==> src/rtl/lz77h_pkg.sv <==
// Shared types and constants of the LZ77 hash chain insertion block.
package lz77h_pkg;

	localparam int WIN_W = 15;
	localparam int OUT_W = 15;
	localparam logic [31:0] HASH_MULT = 32'h1E35A7BD;
	localparam int FIFO_DEPTH = 4;
	localparam int FIFO_AW = 2;
	localparam int FIFO_CW = 3;

	typedef struct packed {
		logic valid;
		logic [WIN_W-1:0] pos;
	} ins_t;

	typedef struct packed {
		logic [OUT_W-1:0] chain_link;
		logic [OUT_W-1:0] bucket;
		logic [WIN_W-1:0] position;
	} item_t;

	typedef struct packed {
		logic valid;
		item_t item;
	} res_t;

endpackage

==> src/rtl/lz77h_out_fifo.sv <==
// Small result queue that decouples the insertion pipeline from the receiver.
module lz77h_out_fifo (
	input  logic clk,
	input  logic arst_n,
	input  lz77h_pkg::res_t push,
	output lz77h_pkg::item_t head,
	output logic head_valid,
	input  logic pop,
	output logic [lz77h_pkg::FIFO_CW-1:0] count
);

	lz77h_pkg::item_t mem [lz77h_pkg::FIFO_DEPTH];

	logic [lz77h_pkg::FIFO_AW-1:0] wr_ptr_q;
	logic [lz77h_pkg::FIFO_AW-1:0] rd_ptr_q;
	logic [lz77h_pkg::FIFO_CW-1:0] cnt_q;
	logic do_pop;

	assign head_valid = (cnt_q != '0);
	assign do_pop = pop && head_valid;

	always_ff @(posedge clk or negedge arst_n) begin
		if (!arst_n) begin
			wr_ptr_q <= '0;
			rd_ptr_q <= '0;
			cnt_q <= '0;
		end else begin
			if (push.valid) begin
				wr_ptr_q <= wr_ptr_q + 1'b1;
			end
			if (do_pop) begin
				rd_ptr_q <= rd_ptr_q + 1'b1;
			end
			if (push.valid && !do_pop) begin
				cnt_q <= cnt_q + 1'b1;
			end else if (!push.valid && do_pop) begin
				cnt_q <= cnt_q - 1'b1;
			end
		end
	end

	always_ff @(posedge clk) begin
		if (push.valid) begin
			mem[wr_ptr_q] <= push.item;
		end
	end

	assign head = mem[rd_ptr_q];
	assign count = cnt_q;

	a_no_overflow: assert property (@(posedge clk) disable iff (!arst_n)
		push.valid |-> (cnt_q < lz77h_pkg::FIFO_CW'(lz77h_pkg::FIFO_DEPTH))
			|| do_pop)
		else $error("result queue overflow");

endmodule

==> config.mk <==
export PLATFORM = sky130hd
export DESIGN_NAME = lz77h_out_fifo
export DESIGN_NICKNAME = d
export VERILOG_FILES = /design/src/rtl/lz77h_pkg.sv /design/src/rtl/lz77h_out_fifo.sv
export SDC_FILE = /design/constraint.sdc
export NUM_CORES = 1
export LEC_CHECK = 0
export ABC_AREA = 1
export BUFFER_PORTS_ARGS = -buffer_cell sky130_fd_sc_hd__buf_4
export CAP_MARGIN = 20
export CORE_MARGIN = 10
export CORE_UTILIZATION = 51
export CTS_CLUSTER_DIAMETER = 120
export DETAILED_ROUTE_END_ITERATION = 7
export PLACE_DENSITY = 0.81
export SETUP_SLACK_MARGIN = 0.3
export SYNTH_ARGS = -nofsm -noshare
export SYNTH_HDL_FRONTEND = slang
export SYNTH_SLANG_ARGS = --single-unit
==> constraint.sdc <==
create_clock -name clk -period 2.16 [get_ports clk]
set_input_delay 0.54 -clock clk [delete_from_list [all_inputs] [get_ports clk]]
set_output_delay 0.54 -clock clk [all_outputs]
set_load 0.02 [all_outputs]
======== Yosys cells after proc, flatten, opt, wreduce, memory -nomap -nowiden ========
Memories as Yosys holds them, arrays and structs flattened.
Index checks and enable logic that the tools add are counted.
word-level totals
  memories kept ........................... 1
  memory bits (writable) .................. 180
  bits of input ports ..................... 49
  output and inout port bits .............. 49
  register bits ........................... 7
  word-level logic and storage cells ...... 19
memories
  memory  depth  width  rd ports  clocked after Yosys merged registers in  write ports  line                  text
  mem     4      45     1         0                                        1            lz77h_out_fifo.sv:12  lz77h_pkg::item_t mem [lz77h_pkg::FIFO_DEPTH];
operators by class
  reduce and logical (&&, ||, !) cells .... 7
  $add $sub $neg .......................... 4
  mux-type cells .......................... 4
operator list
  operator                                          number
  two-way mux 3 bit                                 2
  adder 2 x 1 -> 2 bit, second input constant       2
  adder 3 x 1 -> 3 bit, second input constant       1
  logical AND 1 bit                                 3
  nonzero test 3 bit                                1
  subtractor 3 x 1 -> 3 bit, second input constant  1
  logical NOT 1 bit                                 2
  two-way mux 1 bit                                 2
  nonzero test 2 bit                                1

======== Longest topological paths before layout ========
  depth in word-level cells ............... 5
  mapped depth ............................ 11
  gate-level depth less buffers ........... 11

======== Worst setup path before layout ========
No wires, ideal clock.
  kind .................................... input port to flip-flop
  start point ............................. input push[45] (netlist bit)
  end point ............................... memory mem[1][0] (netlist bit), enable pin
  required time ........................... 1761 ps
  slack ................................... 48 ps
  path buffers ............................ 1
  stages .................................. 3
  library setup time ...................... 399 ps
  arrival time ............................ 1712 ps
  path through ............................ clkbuf_1 -> nand2_1 -> inv_1
on the way
  longest elaborated chain between the ends .. 2
ends and longest elaborated chain
  element                                  line                  text
  start: declaration                       lz77h_out_fifo.sv:5   input lz77h_pkg::res_t push,
  two-way mux 1 bit                        lz77h_out_fifo.sv:43  if (push.valid) begin
  two-way mux 1 bit (implied by the code)  lz77h_out_fifo.sv:44  mem[wr_ptr_q] <= push.item;
  end: declaration                         lz77h_out_fifo.sv:12
No other way between the ends.

==> impl_metrics.env <==
export IMPL_wirelength_um=16700
export IMPL_port_buffers=97
export IMPL_initial_core_util_pct=51.9
export IMPL_grt_pass1_vias=5082
export IMPL_finalHoldViolCount=0
export IMPL_synth_top_family_by_area="compound AO/OA/AOI/OAI gates"
export IMPL_dieArea_mm2=0.0201
export IMPL_drt_initial_drc_count=370
export IMPL_max_cap_violations=0
export IMPL_synthSimpleGateAreaFrac_pct=8.04
export IMPL_synth_nets=633
export IMPL_switching_power_mw=5.21
export IMPL_wl_per_cell_um=18.7
export IMPL_maxSlewViolCount=0
export IMPL_internal_power_mw=9.25
export IMPL_setup_viol=38
export IMPL_overflow=0
export IMPL_cts_buffers=17
export IMPL_period_needed_ps=2280
export IMPL_vias=4767
export IMPL_relSlewSlack_pct=70.9
export IMPL_track_usage_pct=17.1
export IMPL_power_share_combinational_pct=44.8
export IMPL_cts_root_buffer_cell="clkbuf_16"
export IMPL_cp_required_ps=1620
export IMPL_synth_xor_area_share_pct=0.232
export IMPL_gp_congestion=0.763
export IMPL_htree_num_levels=4
export IMPL_ys_types=19
export IMPL_synth_area_mm2=0.00755
export IMPL_worst_slew_pin_slew_ps=436
export IMPL_ys_seq_area_share_pct=74.0
export IMPL_drc_errors=0
export IMPL_drive_gt1_share_pct=25.1
export IMPL_cts_sinks=187
export IMPL_seqPwrFrac_pct=34.3
export IMPL_fin_ws_ps=-121
export IMPL_num_nets_final=751
export IMPL_fin_crit_sh_pct=106
export IMPL_swShare_pct=36.0
export IMPL_vias_per_cell=5.34
export IMPL_worstPathMaxFanout=7
export IMPL_holdWs_ps=300
export IMPL_grt_setup_unrepaired="true"
export IMPL_hpwl_um=9620
export IMPL_ant_nets=0
export IMPL_clk_latency_ps=430
export IMPL_path_class="flip-flop to output pin"
export IMPL_synth_edf_count=180
export IMPL_yosys_register_bits=187
export IMPL_clock_power_share_pct=20.9
export IMPL_ys_warn_count=0
export IMPL_cts_tree="done"
export IMPL_coreArea_mm2=0.0145
export IMPL_arrival_ps=1740
export IMPL_max_freq_ghz=0.438
export IMPL_fp_row_count=44
export IMPL_hold_path_class="input port to flip-flop"
export IMPL_grt_pass1_wl_um=26400
export IMPL_violations="negative setup slack"
export IMPL_chipHeight_um=142
export IMPL_synth_area_per_cell_um2=13.1
export IMPL_finClkSkew_ps=6.58
export IMPL_p_per_area_mw_per_mm2=1500
export IMPL_cts_buffer_depth=2
export IMPL_status="complete, but fails checks"
export IMPL_grt_max_degree=49
export IMPL_peakVddDrop_mv=0.866
export IMPL_post_synth_mux_area_share_pct=0
export IMPL_leakagePower_nw=3.91
export IMPL_die_w_um=142
export IMPL_cts_clk_slew_worst_paths_ps=70
export IMPL_n_antenna_cell=0
export IMPL_synthAdderAreaFrac_pct=1.09
export IMPL_worst_setup_path_start_kind="flip-flop"
export IMPL_synth_compound_gate_area_share_pct=9.02
export IMPL_antenna_found_initial=0
export IMPL_async_flop_share_pct=3.74
export IMPL_drt_first_pass_iters=4
export IMPL_utilization_pct=66.3
export IMPL_io_pins=98
export IMPL_syn_to_final_growth_pct=27.7
export IMPL_crit_path_end_kind="output pin"
export IMPL_ys_flop_type="edfxtp_1"
export IMPL_synth_cells=578
==> power groups by stage <==
| stage | sequential (mW) | combinational, mW | clock, mW |
|---|---|---|---|
| floorplan | 5.02 | 3.17 | 0 |
| global placement | 4.99 | 4.96 | 0 |
| detailed placement | 5.03 | 5.13 | 0 |
| CTS | 4.96 | 6.50 | 3.05 |
| global route | 5.02 | 6.97 | 3.22 |
| finish | 4.96 | 6.48 | 3.02 |
==> routing by layer <==
layer / vias to the layer above / part of all wire (%) / track usage, %
met5: - / 0 / 0
met4: 0 / 1.8 / 7.21
met3: 27 / 7.2 / 5.41
met2: 158 / 54 / 30.0
met1: 2333 / 37 / 18.5
li1: 2249 / - / -
==> cell families (layout without fill, tap and decap cells) <==
kind of cell,after synthesis,after routing
compound gates,91,91
flops,187,187
simple gates,160,160
xor+xnor,2,2
fa+ha+maj,6,6
buf+inv,132,263
==> cell usage in the layout (no fill, tap or decap), drive strengths merged <==
cell           n
clkinv         8
dfrtp          7
nand3          3
fa             1
xnor2          1
xor2           1
ha             5
edfxtp       180
clkinvlp       6
inv          101
nand2        155
o211ai        90
o21ai          1
clkbuf        18
buf          127
bufinv         2
dlygate4sd3    1
nor2           1
nand4          1
==> worst max-delay path: stages (launching register included) <==
cell and delay [ps]:
dfrtp_1 390, inv_4 100, buf_12 170, buf_16 150, o211ai_1 210, nand2_1 130
buf_6 150
==> state kept, by name, indices dropped and copies added, names as in the netlist <==
name      count
mem         180
count         3
rd_ptr_q      2
wr_ptr_q      2
==> cell usage after synthesis, drive strengths merged, types with 3 or more instances <==
cell type	count	area (um2)
buf	20	158
clkbuf	9	33.8
dfrtp	7	175
edfxtp	180	5410
ha	5	62.6
inv	102	383
nand2	155	582
nand3	3	15.0
o211ai	90	676
==> timing repair <==
action | CTS | global route
hold buffers | 1 | 0
cloned | 10 | 0
buffers inserted | 5 | 1
pin swaps | 15 | 7
setup endpoints to repair | 45 | 47
hold endpoints to repair | 7 | 0
gates resized for setup | 61 | 4
==> path summary, 6_finish.rpt <==
kind,from,endpoint,slack [ps],depth (start not counted)
max,rd_ptr_q[0],head[4],-120,6
max in group asynchronous,arst_n,rd_ptr_q[1],1570,2
min,push[29],mem[3][29],300,1
min reg2reg,count[0],count[0],510,1
max reg2reg,count[0],count[2],390,10
min in group asynchronous,arst_n,count[0],450,2
==> per-stage QoR <==
step | setup TNS (ps) | worst slack [ps] | std cells | cell area, um2 | total power, mW
detailed placement | 0 | 314 | 844 | 8510 | 10.2
floorplan | 0 | 324 | 578 | 7560 | 8.19
global placement | 0 | 385 | 844 | 8510 | 9.96
global route | -5480 | -197 | 893 | 9640 | 15.2
finish | -1580 | -121 | 893 | 9640 | 14.5
CTS | -1620 | -71.9 | 892 | 9620 | 14.5
==> cell type report <==
class,count,area [um2]
multi-input combinational,259,1420
clock buffer,18,429
tap,184,230
sequential,187,5580
inverter,103,404
fill,983,4900
clock inverter,14,146
timing repair buffer,128,1420
No activity file was read; power rests on OpenSTA's default activity.
