## config.mk

```make
export PLATFORM = sky130hd
export DESIGN_NAME = lz77h_hasher
export DESIGN_NICKNAME = d
export VERILOG_FILES = /design/src/rtl/lz77h_pkg.sv /design/src/rtl/lz77h_hasher.sv
export SDC_FILE = /design/constraint.sdc
export NUM_CORES = 1
export LEC_CHECK = 0
export BUFFER_PORTS_ARGS = -buffer_cell sky130_fd_sc_hd__buf_2
export CORE_MARGIN = 4
export CORE_UTILIZATION = 30
export CTS_BUF_LIST = sky130_fd_sc_hd__clkbuf_4 sky130_fd_sc_hd__clkbuf_8
export DETAILED_ROUTE_END_ITERATION = 12
export GPL_TIMING_DRIVEN = 0
export PLACE_DENSITY_LB_ADDON = 0.2
export SYNTH_ARGS = -nofsm -noshare
export SYNTH_HDL_FRONTEND = slang
export SYNTH_SLANG_ARGS = --single-unit
```

## constraint.sdc

```tcl
create_clock -name clk -period 8.33 [get_ports clk]
set_clock_uncertainty 0.15 [all_clocks]
set_input_delay 0.4165 -clock clk [delete_from_list [all_inputs] [get_ports clk]]
set_output_delay 0.4165 -clock clk [all_outputs]
set_load 0.02 [all_outputs]
```

## src/rtl/lz77h_pkg.sv

```systemverilog
// Shared types and constants of the LZ77 hash chain insertion block.
package lz77h_pkg;

	localparam int WIN_W = 15;
	localparam int OUT_W = 15;
	localparam logic [31:0] HASH_MULT = 32'h1E35A7BD;
	localparam int FIFO_DEPTH = 4;
	localparam int FIFO_AW = 2;
	localparam int FIFO_CW = 3;

	typedef struct packed {
		logic valid;
		logic [WIN_W-1:0] pos;
	} ins_t;

	typedef struct packed {
		logic [OUT_W-1:0] chain_link;
		logic [OUT_W-1:0] bucket;
		logic [WIN_W-1:0] position;
	} item_t;

	typedef struct packed {
		logic valid;
		item_t item;
	} res_t;

endpackage

```

## src/rtl/lz77h_hasher.sv

```systemverilog
// Byte window, position counter and hash multiplier stage.
module lz77h_hasher #(
	parameter int BUCKET_W = 15
) (
	input  logic clk,
	input  logic arst_n,
	input  logic take,
	input  logic [7:0] data_byte,
	input  logic buffer_start,
	output lz77h_pkg::ins_t ins,
	output logic [BUCKET_W-1:0] bucket
);

	logic [23:0] recent_q;
	logic [1:0] seen_q;
	logic [lz77h_pkg::WIN_W-1:0] pos_q;
	logic v_s1;
	logic [lz77h_pkg::WIN_W-1:0] pos_s1;
	logic [31:0] prod_s1;

	logic [23:0] eff_recent;
	logic [1:0] eff_seen;
	logic [lz77h_pkg::WIN_W-1:0] eff_pos;
	logic [31:0] word;
	logic full;

	assign eff_recent = buffer_start ? 24'd0 : recent_q;
	assign eff_seen = buffer_start ? 2'd0 : seen_q;
	assign eff_pos = buffer_start ? '0 : pos_q;
	assign word = {data_byte, eff_recent};
	assign full = (eff_seen == 2'd3);

	always_ff @(posedge clk or negedge arst_n) begin
		if (!arst_n) begin
			recent_q <= '0;
			seen_q <= '0;
			pos_q <= '0;
			v_s1 <= 1'b0;
		end else begin
			v_s1 <= take && full;
			if (take) begin
				recent_q <= {data_byte, eff_recent[23:8]};
				if (full) begin
					seen_q <= eff_seen;
					pos_q <= eff_pos + 1'b1;
				end else begin
					seen_q <= eff_seen + 2'd1;
					pos_q <= eff_pos;
				end
			end
		end
	end

	always_ff @(posedge clk) begin
		if (take) begin
			pos_s1 <= eff_pos;
			prod_s1 <= word * lz77h_pkg::HASH_MULT;
		end
	end

	assign ins.valid = v_s1;
	assign ins.pos = pos_s1;
	assign bucket = prod_s1[31 -: BUCKET_W];

endmodule

```

Yosys cells after proc, flatten, opt, wreduce, memory -nomap -nowiden --
Index checks and enable logic that the tools add are counted.
Cells by class: equal/unequal tests 1, reduce and logical (&&, ||, !) cells 1, add/sub/neg operators 2, muxes and demuxes 5, bitwise gates (word level) 0, $mul 1, div/mod/pow operators 0, shifts and indexed selects 0, magnitude comparators 0
Operator list (count):
- multiplier 32 x 29 -> 32 bit, second input constant | 1
- two-way mux 15 bit | 2
- two-way mux 24 bit | 1
- adder 15 x 1 -> 15 bit, second input constant | 1
- two-way mux 2 bit | 2
- adder 2 x 1 -> 2 bit, second input constant | 1
- equality test 2 bit, second input constant | 1
- logical AND 1 bit | 1
Storage, ports and cells: input bits 12, bits in latches 0, memories kept 0, RAM bits 0, output and inout port bits 31, ROM bits 0, register bits 89, logic and storage cells 16

Longest topological paths before layout --
Gate-level depths: netlist (run 1).
depth after elaboration 3, mapped depth 28, mapped depth without buffers 25

Least setup slack after synthesis (run 1) --
No wires, ideal clock.
path kind in2reg, start point input buffer_start, end point register prod_s1[28] (data pin), cell stages on the path 28, required time 7918 ps, setup time 262 ps, setup slack 640 ps, buffers on the path 4, arrival time 7278 ps, cells stage by stage buf_2 -> clkbuf_1 -> buf_1 -> buf_1 -> nor2_1 -> ha_1 -> or2_2 -> fa_1 -> inv_1 -> fa_1 -> inv_1 -> fa_1 -> inv_1 -> fa_1 -> inv_1 -> fa_1 -> fa_1 -> inv_1 -> fa_1 -> inv_1 -> ha_1 -> a211oi_1 -> nor2_1 -> o41a_1 -> a21o_1 -> a31oi_4 -> o21bai_1 -> xor2_1
Between the ends: word-level cells in the longest chain between the ends 2
RTL lines:
- start: declaration | line lz77h_hasher.sv:9 | input logic buffer_start,
- two-way mux 24 bit | line lz77h_hasher.sv:27 | assign eff_recent = buffer_start ? 24'd0 : recent_q;
- multiplier 32 x 29 -> 32 bit | line lz77h_hasher.sv:57 | prod_s1 <= word * lz77h_pkg::HASH_MULT;
- end signal: assignment | line lz77h_hasher.sv:57
- end: declaration | line lz77h_hasher.sv:19 | logic [31:0] prod_s1;
Every way passes these cells. A chain may end at the register's enable or synchronous reset.

Worst setup path after layout (run 1) --
start point input buffer_start, end point register prod_s1[31] (data pin)
Between the ends: word-level cells in the longest chain between the ends 2
RTL lines:
- two-way mux 24 bit | line lz77h_hasher.sv:27
- net eff_recent[12] | line lz77h_hasher.sv:21 | logic [23:0] eff_recent;
- multiplier 32 x 29 -> 32 bit | line lz77h_hasher.sv:57
The timed path passes the listed nets, and every way through them passes these cells.

==> results.ini, run 1 <==
[run_status]
status=complete, no violations

[routing]
drc_errors=0
vias=7733
ant_nets=0
routed_wl_microns=31800
viasPerCell=4.35
drt_iter0_drc=269
drt-wirelength-per-cell_microns=17.9
dr.pass1.iters=7

[sta]
slew_violations=0
finalSetupViolCount=0
fmax_mhz=125
slew_headroom_pct=23.4
hold_violations=0
rsz0062_at_grt=false
setup_tns_ns=0
min_period_ns=8.02
post-route-period-util_pct=96.2
tightestPinTransition_ns=1.15

[setup_path]
cp-end-kind=flip-flop
crit_fanout=10
r2r_end=prod_s1[30]
critPathArrivalTime_ns=8.02
required_ns=8.33
worst_setup_path_start_kind=primary input
critPathKind=in -> reg
reg2reg_depth=25
r2r-start=recent_q[8]
r2r_slack_ns=0.39

[floorplanning]
rows=73
die_x_microns=210
die_area_sq_um=44200
die_h_microns=210
io_pins=43
start_util_pct=30.6
coreArea_sq_um=40100

[cells_and_area]
area_growth_pct=8.79
final_common_cell=inv_1
fillers=4124
nets=1645
drive_above_1_share_pct=8.54
final_cell_mix=357 x inv_1, 212 x fa_1, 173 x ha_1
final_cell_area_sq_um=13400

[place]
port_buffers=42
globalplace.congestion=0.867
dpl_cell_area_sq_um=13200
post-dp-hpwl_microns=27200

[clock_network]
cts_buffers=9
hold_buffers=0
cts_tree=yes
insertion_delay_ns=0.43
clockBufferDepth=2
cts_setup_buffers=0
clk_pin_slew_worst_paths_ns=0.12
htree_num_levels=3
cts-root-buf=clkbuf_8
cts_sinks=72

[synthesis]
synth_area_per_cell_sq_um=10.3
ys_seq_area_share_pct=15.9
ys_types=47
ys_ff_latch=72
async_flop_share_pct=58.3
yosys_warnings=0
ys.flop_type=dfrtp_1
syn_inst=1196
netlist_area_sq_um=12300
synth_fp_nets=1593
synth_edf_count=30

[global_routing]
grt_max_degree=43
grt_util_met2_pct=24.6
grt_util_all_layers_pct=15.2
grt_use_met1_pct=21.2
overflow=0
antenna_found_initial=1
grt_pass1_vias=8360
grtUsageMet3_pct=2.10
grt_pass1_wl_microns=50200
grt_busiest_layer=met2

[flow_run]
cap_violations=0

[hold_path]
hp-class=in -> async

[through the flow]
stage | util, % | hold slack [ns] | instances | setup slack, ns
after global placement | 32.8 | 0.336 | 1763 | -0.982
final | 33.3 | 0.0127 | 1779 | 0.312
after detailed placement | 32.8 | 0.338 | 1763 | -0.961
after floorplan | - | -0.0291 | 1196 | 0.640
after global routing | 33.3 | 0.0779 | 1778 | 0.00223
after CTS | 33.3 | 0.0107 | 1779 | 0.0206
[layer usage]
| metal | vias up | part of all wire, % |
|---|---|---|
| met4 | 0 | 2.5 |
| met3 | 42 | 2.8 |
| met1 | 3871 | 48 |
| met2 | 113 | 47 |
| met5 | - | 0 |
| li1 | 3707 | - |
[what timing repair did]
| item | CTS | global route |
|---|---|---|
| endpoints found under the setup margin | 5 | 4 |
| cloned | 0 | 0 |
| gates resized for setup | 8 | 8 |
[registers in the layout (all words and copies together), names as in the netlist]
| register | flops |
|---|---|
| pos_q | 15 |
| recent_q | 24 |
| prod_s1 | 15 |
| seen_q | 2 |
| v_s1 | 1 |
| pos_s1 | 15 |
[logic make-up after synthesis]
| logic type | share of synthesized area, % |
|---|---|
| compound gates | 4.49 |
| xor+xnor | 6.49 |
| fa+ha+maj | 52.2 |
| buf+inv | 11.8 |
| flops | 15.9 |
| mux | 2.28 |
| simple gates | 6.84 |
[worst max-delay path, cell delays in order]
cell and delay [ns]:
buf_2 0.13, clkbuf_4 0.23, clkbuf_4 0.25, nor2b_4 0.36, inv_1 0.24, fa_1 0.63
inv_1 0.09, fa_1 0.48, inv_1 0.05, fa_1 0.54, inv_1 0.06, fa_1 0.50
inv_1 0.06, fa_1 0.53, inv_1 0.05, fa_1 0.45, fa_1 0.49, inv_1 0.05
fa_1 0.47, inv_1 0.04, ha_1 0.36, a211oi_1 0.24, nor2_1 0.11, o41a_1 0.40
a21o_1 0.24, a31oi_4 0.20, o21ai_1 0.18, xnor2_1 0.17
[how the worst max path moves through the flow]
stage / cells past startpoint / from / slack [ns] / endpoint
floorplan: 28 / buffer_start / 0.64 / prod_s1[28]
global placement: 29 / buffer_start / -0.98 / prod_s1[31]
detailed placement: 29 / buffer_start / -0.96 / prod_s1[31]
CTS: 28 / buffer_start / 0.02 / prod_s1[31]
global route: 27 / buffer_start / 0.002 / prod_s1[31]
finish: 28 / buffer_start / 0.31 / prod_s1[31]
[synthesized netlist by cell type (2+ instances only)]
cell | instances | share of area [%]
dfrtp_1 | 42 | 8.6
inv_1 | 357 | 11
a21oi_1 | 21 | 0.86
and2_1 | 18 | 0.92
and3_1 | 3 | 0.15
nor2b_1 | 32 | 1.6
buf_2 | 4 | 0.16
xor2_1 | 24 | 1.7
a21o_1 | 14 | 0.86
clkbuf_1 | 17 | 0.52
o22ai_1 | 6 | 0.31
fa_1 | 212 | 35
nor3_1 | 7 | 0.29
nor2_1 | 32 | 0.98
o21bai_1 | 3 | 0.18
nand2b_1 | 17 | 0.87
nand4_1 | 9 | 0.46
buf_1 | 6 | 0.18
o21ai_0 | 10 | 0.41
nand2_1 | 35 | 1.1
mux2_2 | 24 | 2.2
nand3_1 | 4 | 0.16
edfxtp_1 | 30 | 7.3
o21a_1 | 3 | 0.18
nand4b_1 | 2 | 0.14
a21oi_2 | 2 | 0.14
ha_1 | 173 | 18
or2_2 | 2 | 0.10
o2bb2ai_1 | 3 | 0.21
xnor2_1 | 67 | 4.8
[area by class of cell]
type                            count  area [sq um]  area share [%]
Inverter                          357          1340            10.0
Tap cell                          525           657            4.92
Buffer                             27           123           0.918
Sequential cell                    72          1950            14.6
Multi-Input combinational cell    739          8900            66.6
Clock inverter                      6          42.5           0.318
Timing Repair Buffer               42           210            1.57
Antenna cell                        1          2.50          0.0187
Clock buffer                       10           131           0.983
Power of run 1 is not shown: default switching activity piles up to over one toggle a cycle in this logic, so the estimate is an artifact.
==> run 2, diff against run 1 <==
--- a/config.mk
+++ b/config.mk
@@ -6,6 +6,8 @@
 export NUM_CORES = 1
 export LEC_CHECK = 0
 export BUFFER_PORTS_ARGS = -buffer_cell sky130_fd_sc_hd__buf_2
+export CELL_PAD_IN_SITES_DETAIL_PLACEMENT = 1
+export CELL_PAD_IN_SITES_GLOBAL_PLACEMENT = 2
 export CORE_MARGIN = 4
 export CORE_UTILIZATION = 30
 export CTS_BUF_LIST = sky130_fd_sc_hd__clkbuf_4 sky130_fd_sc_hd__clkbuf_8
==> run 2 against run 1 <==
- sequential share of layout area hardly changed
- critical endpoint is now prod_s1[30]
- non-clock buffer count increased by 4
- final cell count grew 0.17%
- routed wire length increased by 10%
==> results.ini, run 2 (synthesis gave the netlist of run 1 again) <==
[sta]
fmax_mhz=124  ; -0.53%
finalSetupViolCount=0  ; unchanged
finalWorstSetupSlack_ns=0.270  ; -0.0425 ns
slew_violations=0  ; unchanged
min_period_ns=8.06  ; +0.0425 ns
hold_violations=0  ; unchanged
rsz0062_at_grt=false
slew_headroom_pct=20.8  ; -2.5 points
post-route-period-util_pct=96.8  ; +0.51 points
tightestPinTransition_ns=1.19  ; +0.0380 ns

[cells_and_area]
area_growth_pct=9.13
largest_reg_flops=24  ; unchanged
nets=1649  ; +0.24%
fillers=4530  ; +9.8%
final_core_util_pct=33.4  ; +0.10 points
final_cell_mix=357 x inv_1, 212 x fa_1, 173 x ha_1
drive_above_1_share_pct=8.91  ; +0.37 points
final_common_cell=inv_1
n_antenna_cell=0  ; -1
top_register=recent_q

[setup_path]
cp-end-kind=flip-flop
required_ns=8.35  ; +0.02 ns
critPathArrivalTime_ns=8.08  ; +0.06 ns
r2r_slack_ns=0.27  ; -0.12 ns
critical_path.slowest_cell=nor2b_1
critPathBufInv=7  ; -4
max_stage_delay_ns=0.92  ; +0.29 ns
crit_fanout=8  ; -2
path_delay_family=adder cells
critPathKind=reg -> reg
worst_setup_path_start_kind=flip-flop

[hold_path]
hp-class=in -> async

[place]
pre_cts_slack_ns=-1.22  ; -0.254 ns
port_buffers=42  ; unchanged
globalplace.congestion=0.838  ; -3.3%
post-dp-hpwl_microns=30200  ; +11%

[routing]
drc_errors=0  ; unchanged
dr.pass1.iters=4  ; -3
routed_wl_microns=35000  ; +10%
ant_nets=0  ; unchanged
viasPerCell=4.36  ; +0.36%
vias=7774  ; +0.53%
drt_iter0_drc=267  ; -0.74%
drt-wirelength-per-cell_microns=19.6  ; +9.9%

[floorplanning]
start_util_pct=30.6  ; unchanged
io_pins=43  ; unchanged
die_h_microns=210  ; unchanged
die_area_sq_um=44200  ; unchanged
rows=73  ; unchanged
coreArea_sq_um=40100  ; unchanged
die_x_microns=210  ; unchanged

[clock_network]
cts_sinks=72  ; unchanged
hold_buffers=0  ; unchanged
clockBufferDepth=2  ; unchanged
htree_num_levels=3  ; unchanged
clk_pin_slew_worst_paths_ns=0.10  ; -0.02 ns
cts-root-buf=clkbuf_8
insertion_delay_ns=0.41  ; -0.02 ns
cts_tree=yes
cts_buffers=9  ; unchanged

[global_routing]
antenna_found_initial=1  ; unchanged
grt_max_degree=43  ; unchanged
grt_pass1_vias=9029  ; +8.0%
overflow=0  ; unchanged
grt_pass1_wl_microns=55300  ; +10%
grt_util_all_layers_pct=16.7  ; +1.6 points

[run_status]
status=complete, no violations

[flow_run]
cap_violations=0  ; unchanged

[run 2: cell type report]
type / instances / area [sq um] / area share (%)
inverters: 357 / 1340 / 10.0
repair buffers: 45 / 233 / 1.74
plain buffers: 28 / 130 / 0.971
flip-flops and latches: 72 / 1950 / 14.6
clock buffers: 9 / 124 / 0.924
multi-input cells: 739 / 8910 / 66.5
clock inverters: 7 / 61.3 / 0.457
well taps: 525 / 657 / 4.90
[run 2: timing repair]
item | 4_1_cts | 5_1_grt
endpoints found under the hold margin | 0 | 0
setup buffers | 0 | 3
gates resized for setup | 11 | 9
endpoints found under the setup margin | 7 | 5
[run 2: per-layer routing]
layer / track usage (%) / up-vias / wire length, microns / share of wire, %
li1: - / 3710 / - / -
met1: 23.2 / 3969 / 16500 / 47
met2: 28.4 / 71 / 17100 / 49
met3: 1.98 / 24 / 847 / 2.4
met4: 3.58 / 0 / 512 / 1.5
met5: 0 / - / 0 / 0
[run 2: per-stage QoR]
stage | setup TNS, ns | hold WS [ns] | cell area (sq um) | std cells
detailed placement | -7.90 | 0.347 | 13200 | 1763
finish | 0 | 0.0263 | 13400 | 1782
global route | 0 | 0.0900 | 13400 | 1782
floorplan | 0 | -0.0291 | 12300 | 1196
global placement | -7.61 | 0.339 | 13200 | 1763
CTS | 0 | 0.0508 | 13400 | 1779
[run 2: worst paths after layout]
kind	start	end	cells after the start
worst max-delay path	recent_q[8]	prod_s1[30]	25
worst min-delay path	arst_n	pos_q[4]	1
worst max register to register	recent_q[8]	prod_s1[30]	25
worst min register to register	recent_q[16]	recent_q[16]	1
max in group asynchronous	arst_n	pos_q[14]	1
min in group clk	data_byte[6]	recent_q[22]	2
[run 2: worst register-to-register path: cells and delay by family, from the launching register on]
kind	cells	cell delay (ns)
fa+ha+maj	8	3.51
simple gates	2	1.29
buf+inv	7	0.81
flops	1	0.33
compound gates	8	1.75
Power of run 2 is left out for the same reason.
